[src/bwrh_fifo.sv]
`default_nettype none
module bwrh_fifo #(
    parameter int unsigned DW = 30
) (
    input  wire logic i_clk,
    input  wire logic i_rst_n,
    input  wire logic i_valid,
    output logic o_ready,
    input  wire logic [DW-1:0] i_data,
    output logic o_valid,
    input  wire logic i_ready,
    output logic [DW-1:0] o_data
);
    logic [DW-1:0] r_mem [2];
    logic r_wp, r_rp;
    logic [1:0] r_cnt;
    logic w_push, w_pop;

    assign o_ready = r_cnt != 2'd2;
    assign o_valid = r_cnt != 2'd0;
    assign o_data = r_mem[r_rp];
    assign w_push = i_valid && o_ready;
    assign w_pop = o_valid && i_ready;

    always_ff @(posedge i_clk) begin
        if (!i_rst_n) begin
            r_wp <= 1'b0;
            r_rp <= 1'b0;
            r_cnt <= 2'd0;
        end else begin
            if (w_push) r_wp <= !r_wp;
            if (w_pop) r_rp <= !r_rp;
            r_cnt <= r_cnt + 2'(w_push) - 2'(w_pop);
        end
        if (w_push) r_mem[r_wp] <= i_data;
    end
endmodule
`default_nettype wire

[config.mk]
export PLATFORM = sky130hd
export DESIGN_NAME = bwrh_fifo
export DESIGN_NICKNAME = d
export VERILOG_FILES = /design/src/bwrh_fifo.sv
export SDC_FILE = /design/constraint.sdc
export NUM_CORES = 1
export LEC_CHECK = 0
export BUFFER_PORTS_ARGS = -buffer_cell sky130_fd_sc_hd__clkbuf_2
export CORE_ASPECT_RATIO = 1.25
export CORE_MARGIN = 1
export CORE_UTILIZATION = 46
export DETAILED_ROUTE_END_ITERATION = 10
export GPL_TIMING_DRIVEN = 1
export PLACE_DENSITY = 0.79
export RECOVER_POWER = 100
export SYNTH_ARGS = -nofsm -noshare
export SYNTH_HDL_FRONTEND = slang
export SYNTH_SLANG_ARGS = --single-unit
[constraint.sdc]
create_clock -name i_clk -period 1.7 [get_ports i_clk]
set_input_delay 0.255 -clock i_clk [delete_from_list [all_inputs] [get_ports i_clk]]
set_output_delay 0.255 -clock i_clk [all_outputs]
set_load 0.05 [all_outputs]
-- Word-level counts from Yosys, hierarchy flattened
Memories as Yosys holds them, arrays and structs flattened. A register that Yosys moved wholly into a read port is not among the register bits.
Index checks and enable logic that the tools add are counted.
W data, S select, Z words.
- register bits: 4
- RAM bits: 60
- bits of input ports: 34
- output and inout port bits: 32
- word-level logic and storage cells: 16
- memories: 1
- add/subtract/negate cells: 2
- equal/unequal tests: 1
- muxes and demuxes: 4
- reduce and logical (&&, ||, !) cells: 5
- memory list (memory ; depth ; width ; rd ports ; clocked after memory_dff ; wr ports ; line ; RTL):
    r_mem ; 2 ; 30 ; 1 ; 1 ; 1 ; 14 ; logic [DW-1:0] r_mem [2];
- operator list (kind ; number):
    $mux W1 ; 4
    $add A2 B1 Y2 ; 1
    $logic_and A1 B1 Y1 ; 2
    $logic_not A1 Y1 ; 2
    $ne A2 B2 Y1 const B ; 1
    $reduce_bool A2 Y1 ; 1
    $sub A2 B1 Y2 ; 1

-- Depth between registers and ports, before layout
- depth after elaboration: 4
- depth in mapped cells: 6
- gate-level depth less buffers: 6

-- Worst setup path after synthesis
OpenSTA, ideal clock, no wires.
- kind: register -> register
- from: register r_cnt[0]
- to: memory r_mem[1][0], enable pin
- setup time: 390 ps
- data arrival time: 1766 ps
- data required time: 1310 ps
- path slack: -456 ps
- stages on the path, launching flop included: 3
- buffers on the path: 0
- period minus slack after synthesis: 2156 ps
- cells stage by stage: dfxtp_1 > nand2b_1 > and3_1
- cells in the longest elaborated chain, start to end: 4
- ends and longest elaborated chain (item ; line ; RTL):
    from (decl) ; 16 ; logic [1:0] r_cnt;
    from (signal assigned) ; 33 ; r_cnt <= r_cnt + 2'(w_push) - 2'(w_pop);
    $ne A2 B2 Y1 ; 19 ; assign o_ready = r_cnt != 2'd2;
    via o_ready ; 8 ; output logic o_ready,
    $logic_and A1 B1 Y1 ; 22 ; assign w_push = i_valid && o_ready;
    $mux W1 ; 35 ; if (w_push) r_mem[r_wp] <= i_data;
    $mux W1 (implied by the code) ; 35 ;
    to (decl) ; 14 ;
The timed path passes the listed nets, and every way through them passes these cells.

==> results.md <==
- Status: complete, but fails checks
- Failing checks: negative setup slack
- WP data arrival: 1.45 ns
- Post-synth cell types: 25
- # fillers: 328
- Tot GR Track Use: 17.2%
- Largest net degree at the start of global routing: 24
- Crit share post-route: 101%
- Routed WL per cell: 17.6 um
- Pins over their slew limit: 0
- R2R cell count: 6
- CP cell instances: buf_12 -> mux2_2 -> buf_8
- N_diodes: 0
- CTS hold repair buffers: 0
- RSZ-0062 raised after global routing: yes
- GPL Wtd Cong: 0.641
- # IOs: 66
- Dpl hpwl: 2.56 mm
- Vias in the first global route: 1449
- Core ar.: 0.00508 mm^2
- Critical R2R Capture: r_cnt[1]
- CP startpoint kind: flop
- Worst path slowest cell: dfxtp_4
- Util after Layout: 69.5%
- Worst-Margin Slew: 0.434 ns
- TritonCTS clock tree: done
- CTS root buf: clkbuf_8
- Largest area contributor in the netlist: edfxtp_1
- Pre-Repair DR Iteration Count: 4
- Die width: 66.9 um
- Worst clock skew: 0.00802 ns
- Nets@finish: 241
- Final Cell Area: 0.00353 mm^2
- Slew HR: 70.7%
- Die ar.: 0.00555 mm^2
- WHS Path Cells: 1
- Post-synth net total: 158
- Maximum clock path buffer count: 2
- Cell area after placement: 0.00289 mm^2
- Antenna violations before repair: 0
- Final Critical Period: 1.71 ns
- Worst vdd ir: 1080 uV
- H-tree levels: 3
- Leak pwr: 1.35 nW
- First-pass GRT wire length: 6.67 mm
- Total CTS buffers: 9
- WHS: 0.107 ns
- Antenna Violating Nets Remaining: 0
- Syn_area_per_cell: 19.7 um^2
- CP Capture Type: output pin
- Most frequent cells in the layout: 60 x edfxtp_1, 28 x buf_8, 22 x clkbuf_1, 21 x mux2_4, 18 x clkbuf_2
- R2R Path Start: r_cnt[1]
- Final setup viols: 4
- Flops & latches, synth: 65
- Post-Syn Area: 0.00242 mm^2
- Hold Startpoint: i_data[10]
- Crit path buffers/inverters: 2
- Reg clk slew, reported paths: 0.07 ns
- Vias: 1383
- Post-route worst setup slack: -0.00955 ns
- Die Ht: 83.1 um
- Starting density of the core: 47.6%
- Via-to-Cell Ratio: 5.07
- Layout cells sized above 1: 48.8%
- R2R setup slack: 0.13 ns
- Syn Inst Count: 123
- Fmax: 0.585 GHz
- # DRC: 0
- Worst Hold Class: input port to flop
- CTS Sinks: 65
- Final wirelength: 4.81 mm
- Rows: 29
- I/O Buffers: 65
- Required @ worst endpoint: 1.44 ns
- Sequential element share of the synthesized area: 78.6%
- Clock insertion delay at the later pin of the skew report: 0.34 ns
- Largest cells by area after synthesis: edfxtp_1 74%, mux2_1 12%, dfxtp_1 4.1%
- PD cells: 1600 mW/mm^2
- Final Non-Filler Cells: 273
- Final hold violations: 0
- 1st-iter DRT viols: 78
- Total power draw: 5.66 mW
- Worst path top cell family by delay: flip-flops
- GRT Residual Overflow: 0
- Hold Path End: r_mem[0][10]
- Yosys warning total: 0
- Post-synth top area share: 74.5%
- CP max stage delay: 0.44 ns
- Max_cap viols: 0
- Area grow syn2layout: 45.9%
- Placed Cells: 253
- CP Class: flop to output pin
- CP Max Fanout: 7
- Commonest non-fill, non-tap cell in the layout: edfxtp_1
## cell usage after synthesis (all sizes together)
library cell,number
dfxtp,5
o21ba,1
nand2b,1
nand3,1
or2,1
edfxtp,60
xor2,1
and3,2
nand3b,1
nor4,1
and2,1
ha,1
nor4bb,1
o21ai,2
inv,2
nor2,4
a21bo,1
mux2,30
nor2b,1
a21oi,1
o31a,1
buf,3
nor3,1
## where the power goes
part / internal (mW) / switching, mW
clock network: 0.967 / 0.568
registers: 1.95 / 0.0891
logic: 0.937 / 1.15
## routing by layer
layer  up-vias  track usage [%]  wire, um
met1       680             18.8      1870
met3         6             6.32       227
li1        647                -         -
met4         0             7.54        75
met5         -                0         0
met2        50             29.1      2640
## kinds of logic after synthesis
logic type / synth area share (%)
AO/OA/AOI/OAI: 1.81
XOR/XNOR: 0.362
buffers and inverters: 0.931
adder cells (fa/ha/maj): 0.517
flip-flops: 78.6
multiplexers: 14.0
AND/OR/NAND/NOR: 3.78
## layout make-up
type	count	area, um^2	share of cell area [%]
Tap cell	62	77.6	2.20
Clock buffer	10	128	3.62
Multi-Input combinational cell	53	581	16.4
Clock inverter	6	106	3.01
Sequential cell	65	1910	54.0
Inverter	2	11.3	0.319
Timing Repair Buffer	75	721	20.4
## flip-flops by register name, indices dropped and copies added, names as in the netlist, named ones only
register  count
r_cnt         2
r_rp          1
r_mem        60
r_wp          1
## worst max path at each step
stage	start	to	cells after the start
floorplan	r_cnt[1]	r_mem[0][0]	3
global placement	flop	o_data[14]	3
detailed placement	r_cnt[1]	r_cnt[1]	6
CTS	flop	o_data[20]	3
global route	flop	o_data[12]	3
finish	flop	o_data[12]	3
## metrics by stage
step | setup WS (ns) | TNS [ns]
CTS | -0.0288 | -0.343
detailed placement | 0.122 | 0
global placement | 0.223 | 0
floorplan | 0.127 | 0
finish | -0.00955 | -0.0126
global route | -0.0502 | -0.808
## worst reg2reg max path, cell delays in order, from the launching register on
cell	delay, ns
dfxtp_1	0.39
nor2b_1	0.26
o21ba_1	0.17
nor2_1	0.04
ha_1	0.20
nor4_2	0.33
nor3_2	0.07
## timing repair
item | in CTS | in global routing
setup endpoints to repair | 28 | 27
setup buffers | 1 | 0
gates cloned | 1 | 2
gates resized for setup | 64 | 70
Power figures use the tool's default switching activity.
